$ cat src/rtl/chol_pkg.sv
`timescale 1ns / 1ps
// shared constants for the 3x3 cholesky factor pipeline
// no dependencies; used by every module of the block
package chol_pkg;

  localparam int DATA_WIDTH_DEF = 32;
  localparam int FRAC_BITS_DEF  = 16;

  // pipeline stall control shared by the arithmetic units
  typedef struct packed {
    logic en;
    logic vld;
  } chol_ctl_t;

endpackage

$ cat src/rtl/chol_sqrt_pipe.sv
`timescale 1ns / 1ps
// pipelined integer square root, one root bit per stage, of pivot * 2^F
// saturates the root to the diagonal width and forces it to at least one; uses chol_pkg
module chol_sqrt_pipe #(
  parameter int DW = chol_pkg::DATA_WIDTH_DEF,
  parameter int F  = chol_pkg::FRAC_BITS_DEF,
  parameter int SW = 1
) (
  input  logic                clk,
  input  logic                rst,
  input  chol_pkg::chol_ctl_t ctl,
  input  logic [DW-2:0]       pivot,
  input  logic [SW-1:0]       in_side,
  output logic                out_valid,
  output logic [DW-2:0]       diag,
  output logic [SW-1:0]       out_side
);

  localparam int RW   = (DW + F) / 2;
  localparam int NW   = 2 * RW;
  localparam int REMW = RW + 2;
  localparam int CW   = (RW > DW - 1) ? RW : DW - 1;

  logic            v_q    [RW];
  logic [REMW-1:0] rem_q  [RW];
  logic [RW-1:0]   root_q [RW];
  logic [NW-1:0]   nsh_q  [RW];
  logic [SW-1:0]   side_q [RW];

  logic [NW-1:0] n0;
  assign n0 = NW'({pivot, {F{1'b0}}});

  for (genvar k = 0; k < RW; k++) begin : g_step
    logic            vi;
    logic [REMW-1:0] remi;
    logic [RW-1:0]   rooti;
    logic [NW-1:0]   nshi;
    logic [SW-1:0]   sidei;
    logic [REMW-1:0] rem_in;
    logic [REMW-1:0] trial;
    logic            ge;

    if (k == 0) begin : g_first
      assign vi    = ctl.vld;
      assign remi  = '0;
      assign rooti = '0;
      assign nshi  = n0;
      assign sidei = in_side;
    end else begin : g_next
      assign vi    = v_q[k-1];
      assign remi  = rem_q[k-1];
      assign rooti = root_q[k-1];
      assign nshi  = nsh_q[k-1];
      assign sidei = side_q[k-1];
    end

    // bring down two radicand bits, try (root << 2) | 1
    assign rem_in = {remi[REMW-3:0], nshi[NW-1 -: 2]};
    assign trial  = {rooti, 2'b01};
    assign ge     = (rem_in >= trial);

    always_ff @(posedge clk) begin
      if (rst) begin
        v_q[k] <= 1'b0;
      end else if (ctl.en) begin
        v_q[k] <= vi;
      end
    end

    always_ff @(posedge clk) begin
      if (ctl.en) begin
        rem_q[k]  <= ge ? (rem_in - trial) : rem_in;
        root_q[k] <= {rooti[RW-2:0], ge};
        nsh_q[k]  <= {nshi[NW-3:0], 2'b00};
        side_q[k] <= sidei;
      end
    end
  end

  logic [CW-1:0] rx;
  logic [CW-1:0] smax;
  assign rx   = CW'(root_q[RW-1]);
  assign smax = CW'({(DW-1){1'b1}});

  always_ff @(posedge clk) begin
    if (rst) begin
      out_valid <= 1'b0;
    end else if (ctl.en) begin
      out_valid <= v_q[RW-1];
    end
  end

  always_ff @(posedge clk) begin
    if (ctl.en) begin
      out_side <= side_q[RW-1];
      if (rx > smax) begin
        diag <= {(DW-1){1'b1}};
      end else if (rx == '0) begin
        diag <= (DW-1)'(1);
      end else begin
        diag <= rx[DW-2:0];
      end
    end
  end

endmodule

$ cat config.mk
export PLATFORM = sky130hd
export DESIGN_NAME = chol_sqrt_pipe
export DESIGN_NICKNAME = d
export VERILOG_FILES = /design/src/rtl/chol_pkg.sv /design/src/rtl/chol_sqrt_pipe.sv
export SDC_FILE = /design/constraint.sdc
export NUM_CORES = 2
export LEC_CHECK = 0
export CAP_MARGIN = 20
export CORE_ASPECT_RATIO = 0.6
export CORE_MARGIN = 8
export CORE_UTILIZATION = 45
export DETAILED_ROUTE_END_ITERATION = 8
export DONT_BUFFER_PORTS = 1
export GPL_TIMING_DRIVEN = 0
export SLEW_MARGIN = 20
export SYNTH_ARGS = -nofsm -noshare
export SYNTH_HDL_FRONTEND = slang
export SYNTH_SLANG_ARGS = --single-unit
$ cat constraint.sdc
create_clock -name clk -period 6.2 [get_ports clk]
set_input_delay 0.62 -clock clk [delete_from_list [all_inputs] [get_ports clk]]
set_output_delay 0.62 -clock clk [all_outputs]
set_load 0.05 [all_outputs]
==> flow_metrics.tcl <==
set metrics [dict create \
    cts_made_buffers 109 \
    p_leak_nw 23.7 \
    grt_pass1_wl_um 182000 \
    grtUsageTotal 0.170 \
    p_comb_frac 0.208 \
    nNetsFinal 4939 \
    seqPwrFrac 0.474 \
    maxCapViolations 0 \
    die_y_um 287 \
    synth-main-ff-cell "edfxtp_1" \
    cp_cell_sequence "ha_1 > inv_1 > fa_1 > nor2b_1 > o31ai_1 > a211oi_1 > o41ai_1 > o211ai_1 > a221oi_1 > o21ai_0 > clkbuf_1 > clkbuf_1 > nor2_1 > a21oi_1" \
    grt_pass1_vias 31300 \
    yosysSeqAreaShare 0.613 \
    clock_sinks 1122 \
    synth.distinct_cells 81 \
    p_sw_frac 0.287 \
    worstPathArrival_ps 5580 \
    grt.overflow.total 0 \
    tns_ps 0 \
    hpwl_um 84100 \
    setup_viol 0 \
    drt_iter0_markers 3478 \
    finalCritPeriodShare 0.829 \
    crit_fanout 10 \
    fin_area_sq_um 61300 \
    drive_gt1_frac 0.0611 \
    synth-seq-cells 1122 \
    cpMostUsedCell "clkbuf_1" \
    critical_path_class "flop to flop" \
    synth_edf_count 1121 \
    htree_num_levels 3 \
    whs_ps 101 \
    rsz0062_at_grt "no" \
    routed_wl_um 116000 \
    vias 33800 \
    path_buf_inv 3 \
    syn_area_sq_um 55000 \
    synth_area_leader_cell "edfxtp_1" \
    slew_viol_final 0 \
    end_kind "flop" \
    path_clk_slew_ps 70 \
    synth.most_common_cell "edfxtp_1" \
    postCtsSetupRepairBufs 0 \
    status "complete, no violations" \
    n_fill_cell 10500 \
    holdCritPathClass "input pin to flop" \
    cp_top_family "compound AO/OA/AOI/OAI gates" \
    tightest_slew_ps 1100 \
    synthTopCellsByArea "edfxtp_1, ha_1, xnor2_1" \
    slowest_delay_ps 770 \
    area_growth_pct 11.5 \
    rows 99 \
    ioPinCount 69 \
    p_switching_mw 6.25 \
    syn_inst 4429 \
    multi_input_area_sq_um 19400 \
    powerDensity_nw_per_um2 355 \
    diodes 0 \
    synth.avg_cell_area_sq_um 12.4 \
    placed_area_sq_um 57200 \
    synth_top_area_share 0.612 \
    cp.required_ps 6640 \
    die-area_sq_um 134000 \
    cts_tree "yes" \
    routedWlPerCell_um 18.5 \
    crit_slowest_cell "o41ai_1" \
    antenna_found_initial 3 \
    internal_power_mw 15.5 \
    dieWidth_um 467 \
    vias_per_cell 5.37 \
    numPortBuffers 0 \
    seqCellArea_sq_um 33700 \
    cts_resized 0 \
    synthTopCellsByCount "edfxtp_1, inv_1, nor2_1" \
    synth_warnings 0 \
    routabilityCongestion 0.899 \
    clockRootBuffer "clkbuf_16" \
    clkLatencyLatePin_ps 730 \
    core_sq_um 121000 \
    drtPass1Iterations 8 \
    drc 0 \
    ant_nets 0 \
    cts.path.max_buffers 3 \
    ys_async_sr_fraction 0 \
    max-slew-margin-rel 0.259 \
    period_needed_ps 5140 \
    clock_power_share 0.317 \
    max_freq_mhz 195 \
    peakVddDrop_v 0.000246 \
    start_util 0.453 \
    grt_max_degree 286 \
    hold_viol_final 0 \
    skew_ps 32.2 \
    worstSetupStartpointType "flop" \
]
## layout by cell type (no fill, tap or decap), drive strengths merged, types with 178 or more instances in the layout
cell type,count
clkbuf,204
xnor2,196
nor2,326
ha,308
xor2,178
edfxtp,1121
nand2,268
a21oi,259
o21ai,211
inv,410
## power groups by stage
stage / Combinational [mW] / Sequential (mW) / Clock [mW]
6_report: 4.54 / 10.3 / 6.91
5_1_grt: 5.04 / 10.4 / 7.40
4_1_cts: 4.49 / 10.3 / 7.13
3_5_place_dp: 4.43 / 10.5 / 0
3_3_place_gp: 4.22 / 10.5 / 0
2_1_floorplan: 3.34 / 10.2 / 0
## layer usage
layer | GRT usage | vias to the layer above | wire, um
li1 | - | 16600 | -
met1 | 0.294 | 16200 | 64500
met2 | 0.206 | 940 | 41100
met3 | 0.0396 | 136 | 8800
met4 | 0.0335 | 0 | 1810
met5 | 0 | - | 0
## area by class of cell
type | count | area share
Buffer | 98 | 0.00669
Clock buffer | 123 | 0.0457
Clock inverter | 81 | 0.0152
Inverter | 408 | 0.0250
Multi-Input combinational cell | 2808 | 0.316
Sequential cell | 1122 | 0.549
Tap cell | 1616 | 0.0330
Timing Repair Buffer | 41 | 0.00870
## per-stage QoR
stage | total power, mW | util | setup WS (ps) | std cells
2_1_floorplan | 13.5 | - | 2730 | 4436
3_3_place_gp | 14.7 | 0.470 | 1240 | 6052
3_5_place_dp | 14.9 | 0.471 | 1200 | 6057
4_1_cts | 21.9 | 0.504 | 1150 | 6295
5_1_grt | 22.9 | 0.505 | 588 | 6297
6_report | 21.8 | 0.505 | 1060 | 6297
## cell families after synthesis
kind of cell | count (synthesis) | synth area share
AO/OA/AOI/OAI | 863 | 0.0985
XOR/XNOR | 374 | 0.0596
adder cells (fa/ha/maj) | 315 | 0.0726
buffers and inverters | 506 | 0.0353
flip-flops | 1122 | 0.613
multiplexers | 80 | 0.0174
other | 1 | 0.0000682
AND/OR/NAND/NOR | 1168 | 0.104
## registers in the layout (all words and copies together) (netlist names)
register	flops
side_q	24
v_q	24
diag	24
rem_q	508
root_q	300
out_valid	1
nsh_q	240
out_side	1
## timing repair
| item | 4_1_cts | 5_1_grt |
|---|---|---|
| setup endpoints to repair | 0 | 0 |
| endpoints found under the hold margin | 41 | 0 |
| hold buffers | 34 | 0 |
## final timing paths
check | startpoint | to | slack [ps] | cells past startpoint
max reg2reg | rem_q[5][0] | rem_q[5][44] | 1060 | 14
min reg2reg | nsh_q[0][307] | nsh_q[0][355] | 410 | 0
min | ctl[0] | v_q[0] | 100 | 1
max | rem_q[5][0] | rem_q[5][44] | 1060 | 14
(Power assumes the default switching activity.)
