$ cat config.mk
export PLATFORM = sky130hd
export DESIGN_NAME = chol_div_pipe
export DESIGN_NICKNAME = d
export VERILOG_FILES = /design/src/rtl/chol_pkg.sv /design/src/rtl/chol_div_pipe.sv
export SDC_FILE = /design/constraint.sdc
export NUM_CORES = 2
export LEC_CHECK = 0
export BUFFER_PORTS_ARGS = -buffer_cell sky130_fd_sc_hd__buf_4
export CORE_MARGIN = 3
export CORE_UTILIZATION = 65
export CTS_BUF_LIST = sky130_fd_sc_hd__clkbuf_8 sky130_fd_sc_hd__clkbuf_16
export DETAILED_ROUTE_END_ITERATION = 16
export MAX_ROUTING_LAYER = met4
export PLACE_DENSITY = 0.81
export SYNTH_ARGS = -nofsm -noshare
export SYNTH_HDL_FRONTEND = slang
export SYNTH_MEMORY_MAX_BITS = 65536
export SYNTH_SLANG_ARGS = --single-unit
$ cat constraint.sdc
create_clock -name clk -period 6.66 [get_ports clk]
set_input_delay 0.999 -clock clk [delete_from_list [all_inputs] [get_ports clk]]
set_output_delay 0.999 -clock clk [all_outputs]
set_load 0.05 [all_outputs]
$ cat src/rtl/chol_pkg.sv
`timescale 1ns / 1ps
// shared constants for the 3x3 cholesky factor pipeline
// no dependencies; used by every module of the block
package chol_pkg;

  localparam int DATA_WIDTH_DEF = 32;
  localparam int FRAC_BITS_DEF  = 16;

  // pipeline stall control shared by the arithmetic units
  typedef struct packed {
    logic en;
    logic vld;
  } chol_ctl_t;

endpackage

$ cat src/rtl/chol_div_pipe.sv
`timescale 1ns / 1ps
// pipelined signed fixed-point divide, one quotient bit per stage
// computes trunc(num * 2^F / d) saturated to DW signed bits per lane; uses chol_pkg
module chol_div_pipe #(
  parameter int DW   = chol_pkg::DATA_WIDTH_DEF,
  parameter int F    = chol_pkg::FRAC_BITS_DEF,
  parameter int NUMW = chol_pkg::DATA_WIDTH_DEF,
  parameter int LN   = 1,
  parameter int SW   = 1
) (
  input  logic                      clk,
  input  logic                      rst,
  input  chol_pkg::chol_ctl_t       ctl,
  input  logic [LN-1:0][NUMW-1:0]   num,
  input  logic [DW-2:0]             d,
  input  logic [SW-1:0]             in_side,
  output logic                      out_valid,
  output logic [LN-1:0][DW-1:0]     quo,
  output logic [SW-1:0]             out_side
);

  localparam int RW   = DW;
  localparam int SCW  = NUMW + F;
  localparam int HIW  = SCW - DW;
  localparam int CW   = (HIW > RW) ? HIW : RW;

  // stage a: sign and magnitude
  logic                    va;
  logic [LN-1:0]           nega;
  logic [LN-1:0][NUMW-1:0] maga;
  logic [DW-2:0]           da;
  logic [SW-1:0]           sidea;

  always_ff @(posedge clk) begin
    if (rst) begin
      va <= 1'b0;
    end else if (ctl.en) begin
      va <= ctl.vld;
    end
  end

  always_ff @(posedge clk) begin
    if (ctl.en) begin
      for (int l = 0; l < LN; l++) begin
        nega[l] <= num[l][NUMW-1];
        maga[l] <= num[l][NUMW-1] ? (~num[l] + NUMW'(1)) : num[l];
      end
      da    <= d;
      sidea <= in_side;
    end
  end

  // stage b: overflow test on the high part, initial remainder
  logic                    vb;
  logic [LN-1:0]           negb;
  logic [LN-1:0]           ovfb;
  logic [LN-1:0][RW-1:0]   remb;
  logic [LN-1:0][DW-1:0]   lowb;
  logic [DW-2:0]           db;
  logic [SW-1:0]           sideb;

  logic [LN-1:0][SCW-1:0]  scl;
  logic [LN-1:0][CW-1:0]   hix;
  logic [LN-1:0]           ovf_c;
  logic [CW-1:0]           dx;

  always_comb begin
    dx = CW'(da);
    for (int l = 0; l < LN; l++) begin
      scl[l]   = {maga[l], {F{1'b0}}};
      hix[l]   = CW'(scl[l][SCW-1:DW]);
      ovf_c[l] = (hix[l] >= dx);
    end
  end

  always_ff @(posedge clk) begin
    if (rst) begin
      vb <= 1'b0;
    end else if (ctl.en) begin
      vb <= va;
    end
  end

  always_ff @(posedge clk) begin
    if (ctl.en) begin
      for (int l = 0; l < LN; l++) begin
        negb[l] <= nega[l];
        ovfb[l] <= ovf_c[l];
        remb[l] <= ovf_c[l] ? '0 : hix[l][RW-1:0];
        lowb[l] <= scl[l][DW-1:0];
      end
      db    <= da;
      sideb <= sidea;
    end
  end

  // quotient bit stages
  logic                  vs_q   [DW];
  logic [LN-1:0]         neg_s  [DW];
  logic [LN-1:0]         ovf_s  [DW];
  logic [LN-1:0][RW-1:0] rem_s  [DW];
  logic [LN-1:0][DW-1:0] low_s  [DW];
  logic [LN-1:0][DW-1:0] q_s    [DW];
  logic [DW-2:0]         d_s    [DW];
  logic [SW-1:0]         side_s [DW];

  for (genvar k = 0; k < DW; k++) begin : g_step
    logic                  vi;
    logic [LN-1:0]         negi;
    logic [LN-1:0]         ovfi;
    logic [LN-1:0][RW-1:0] remi;
    logic [LN-1:0][DW-1:0] lowi;
    logic [LN-1:0][DW-1:0] qi;
    logic [DW-2:0]         di;
    logic [SW-1:0]         sidei;
    logic [LN-1:0][RW-1:0] rem_in;
    logic [LN-1:0][RW-1:0] rem_n;
    logic [LN-1:0]         ge;

    if (k == 0) begin : g_first
      assign vi    = vb;
      assign negi  = negb;
      assign ovfi  = ovfb;
      assign remi  = remb;
      assign lowi  = lowb;
      assign qi    = '0;
      assign di    = db;
      assign sidei = sideb;
    end else begin : g_next
      assign vi    = vs_q[k-1];
      assign negi  = neg_s[k-1];
      assign ovfi  = ovf_s[k-1];
      assign remi  = rem_s[k-1];
      assign lowi  = low_s[k-1];
      assign qi    = q_s[k-1];
      assign di    = d_s[k-1];
      assign sidei = side_s[k-1];
    end

    always_comb begin
      for (int l = 0; l < LN; l++) begin
        rem_in[l] = {remi[l][RW-2:0], lowi[l][DW-1]};
        ge[l]     = (rem_in[l] >= {1'b0, di});
        rem_n[l]  = ge[l] ? (rem_in[l] - {1'b0, di}) : rem_in[l];
      end
    end

    always_ff @(posedge clk) begin
      if (rst) begin
        vs_q[k] <= 1'b0;
      end else if (ctl.en) begin
        vs_q[k] <= vi;
      end
    end

    always_ff @(posedge clk) begin
      if (ctl.en) begin
        for (int l = 0; l < LN; l++) begin
          rem_s[k][l] <= rem_n[l];
          low_s[k][l] <= {lowi[l][DW-2:0], 1'b0};
          q_s[k][l]   <= {qi[l][DW-2:0], ge[l]};
        end
        neg_s[k]  <= negi;
        ovf_s[k]  <= ovfi;
        d_s[k]    <= di;
        side_s[k] <= sidei;
      end
    end
  end

  // restore sign and saturate
  logic [LN-1:0][DW-1:0] qf;
  logic [LN-1:0][DW-1:0] sat_c;

  always_comb begin
    qf = q_s[DW-1];
    for (int l = 0; l < LN; l++) begin
      if (neg_s[DW-1][l]) begin
        if (ovf_s[DW-1][l] || (qf[l][DW-1] && (qf[l][DW-2:0] != '0))) begin
          sat_c[l] = {1'b1, {(DW-1){1'b0}}};
        end else begin
          sat_c[l] = ~qf[l] + DW'(1);
        end
      end else begin
        if (ovf_s[DW-1][l] || qf[l][DW-1]) begin
          sat_c[l] = {1'b0, {(DW-1){1'b1}}};
        end else begin
          sat_c[l] = qf[l];
        end
      end
    end
  end

  always_ff @(posedge clk) begin
    if (rst) begin
      out_valid <= 1'b0;
    end else if (ctl.en) begin
      out_valid <= vs_q[DW-1];
    end
  end

  always_ff @(posedge clk) begin
    if (ctl.en) begin
      quo      <= sat_c;
      out_side <= side_s[DW-1];
    end
  end

endmodule

==> flow_metrics.env <==
export IMPL_status="finished, final reports clean"
export IMPL_hold_viol=0
export IMPL_dieHeight_um=483.9
export IMPL_rows=174
export IMPL_grt_max_degree=197
export IMPL_timing_fmax_mhz=195.8
export IMPL_core_area_sq_um=226000
export IMPL_post_drt_wl_per_cell_um=21.80
export IMPL_nets=13760
export IMPL_yosys_warnings=0
export IMPL_min_path_type="in -> reg"
export IMPL_dr_pass1_iters=6
export IMPL_cp_data_arrival_time_ns=5.79
export IMPL_postCtsHoldBufs=0
export IMPL_netlist_area_sq_um=148400
export IMPL_num_vias=98140
export IMPL_setup_viol=0
export IMPL_drive_above_1_share_pct=8.134
export IMPL_die_w_um=483.9
export IMPL_wirelength_mm=346.6
export IMPL_cts_resized=0
export IMPL_fin_crit_sh_pct=76.70
export IMPL_tightest_slew_ns=1.212
export IMPL_synth_edf_count=2862
export IMPL_fp_dieArea_sq_um=234100
export IMPL_finalClockSkew_ns=0.1055
export IMPL_place_hpwl_mm=249.1
export IMPL_port_buffers=101
export IMPL_clockBufferDepth=4
export IMPL_cts_max_level=5
export IMPL_ant_nets=0
export IMPL_clock_root_buffer="clkbuf_16"
export IMPL_post_drt_via_cell_ratio=6.174
export IMPL_synthCells=12440
export IMPL_synth_nets=13530
export IMPL_clk_pin_slew_ns=0.06
export IMPL_fin_tns_setup_ns=0
export IMPL_numCtsBuffers=312
export IMPL_antenna_found_initial=9
export IMPL_p_leak_nw=66.00
export IMPL_ys_seq_elements=2865
export IMPL_area_delta_synth_final_pct=9.860
export IMPL_clkLatencyLatePin_ns=0.98
export IMPL_cp_start_kind="flop"
export IMPL_grt_pass1_vias=95920
export IMPL_seq_area_frac_synth_pct=57.94
export IMPL_synth_ff_type="edfxtp_1"
export IMPL_power_per_cell_area_nw_per_um2=480.4
export IMPL_grt_usage_pct=30.12
export IMPL_cap_violations=0
export IMPL_pin_count=102
export IMPL_gr_total_overflow=0
export IMPL_relSlewSlack_pct=18.87
export IMPL_crit_fanout=25
export IMPL_power_mw=78.34
export IMPL_cts_sinks=2865
export IMPL_grt_pass1_wl_mm=542.8
export IMPL_synth_async_reset_ratio_pct=0
export IMPL_required_ns=7.34
export IMPL_ys_types=86
export IMPL_drc=0
export IMPL_place_gp_congestion=0.9665
export IMPL_rsz0062_at_grt="no"
export IMPL_mostFrequentLayoutCell="edfxtp_1"
export IMPL_drt_iter0_drc=9624
export IMPL_final_cell_mix="edfxtp_1 (2,862), inv_1 (1,249), a21oi_1 (1,044)"
export IMPL_critPathKind="reg -> reg"
export IMPL_finalCriticalPeriod_ns=5.109
export IMPL_slew_viol_final=0
export IMPL_cts_tree="built"
export IMPL_start_util_pct=65.68
export IMPL_syn_area_per_cell_sq_um=11.93
export IMPL_irDropWorstVdd_mv=0.2812
export IMPL_end_kind="flop"
export IMPL_post_cts_setup_buffers=0
-- critical path, cell delays in order, from the launching register on --
cell and delay (ns):
edfxtp_1 0.41, inv_1 0.10, fa_1 0.43, a21o_1 0.22, a221oi_1 0.46, o21ai_0 0.23
o41ai_1 0.90, nor4_1 0.10, a211oi_1 0.53, nor2_1 0.14, o31ai_1 0.28, a2111o_1 0.19
o211ai_2 0.19, buf_4 0.33, mux2_1 0.35
-- kinds of logic after synthesis --
family	share of synthesized area [%]
and+or+nand+nor	8.591
AOI/OAI and AO/OA	13.28
DFF	57.94
muxes	2.595
adders and majority gates	8.806
xor gates and xnor gates	5.027
buffers and inverters	3.759
-- through the flow --
step	instances	cell area (sq um)	util, %	worst slack [ns]	hold slack [ns]
final	15900	163100	72.16	1.551	0.2595
after global routing	15900	163100	72.16	1.168	0.2141
after CTS	15890	163000	72.15	1.590	0.1940
after detailed placement	15340	153100	67.74	1.620	0.4045
after global placement	15340	153100	67.74	1.743	0.4004
after floorplan	12440	148400	-	2.680	0.4003
-- state kept, by name, indices dropped and copies added (netlist names), 32 cells and up --
name and cells:
neg_s 32, rem_s 961, ovf_s 32, low_s 120
quo 32, d_s 961, vs_q 32, q_s 528
side_s 32, maga 32
-- Yosys cell counts, types with 90 or more instances --
library cell / instances / area share (%)
o21bai_1: 105 / 0.53
edfxtp_1: 2862 / 58
nor2_1: 747 / 1.9
a31oi_1: 103 / 0.43
nand4_1: 152 / 0.64
nand2_1: 781 / 2.0
xor2_1: 331 / 2.0
xnor2_1: 521 / 3.1
and2_1: 90 / 0.38
a21o_1: 518 / 2.6
a21oi_1: 1047 / 3.5
clkbuf_1: 248 / 0.63
o21ai_0: 775 / 2.6
nor3_1: 133 / 0.45
nand3_1: 156 / 0.53
o21a_1: 123 / 0.62
nor2b_1: 160 / 0.67
nand2b_1: 156 / 0.66
ha_1: 995 / 8.4
mux2_2: 325 / 2.5
inv_1: 1213 / 3.1
-- cell type report --
| cell class | instances | area, sq um |
|---|---|---|
| Inverter | 1213 | 4553 |
| Timing Repair Buffer | 186 | 1629 |
| Antenna cell | 7 | 17.52 |
| Tap cell | 2992 | 3744 |
| Fill cell | 15050 | 62920 |
| Clock buffer | 319 | 7983 |
| Multi-Input combinational cell | 8088 | 57160 |
| Clock inverter | 226 | 1976 |
| Sequential cell | 2865 | 86000 |
-- path summary, 6_finish.rpt --
check	cells past startpoint	endpoint	slack, ns	start
setup / recovery	14	rem_s[3][207]	1.55	d_s[29][0]
hold / removal	1	sidea	0.26	in_side
setup reg to reg	14	rem_s[3][207]	1.55	d_s[29][0]
hold reg to reg	0	q_s[13][12]	0.35	q_s[12][11]
-- report_power, final --
part	total, mW	internal, mW	switching, mW
Clock	16.9	9.90	7.02
Combinational	32.8	14.0	18.8
Sequential	28.6	25.9	2.76
Total	78.3	49.7	28.6
-- metal layers --
layer	global-route usage (%)	routed length, um	vias up
li1	-	-	46180
met1	39.96	145300	47310
met2	47.83	164500	3839
met3	3.839	21410	810
met4	11.67	15380	0
met5	-	0	-
Note: power is estimated with default switching activity, not from simulation.
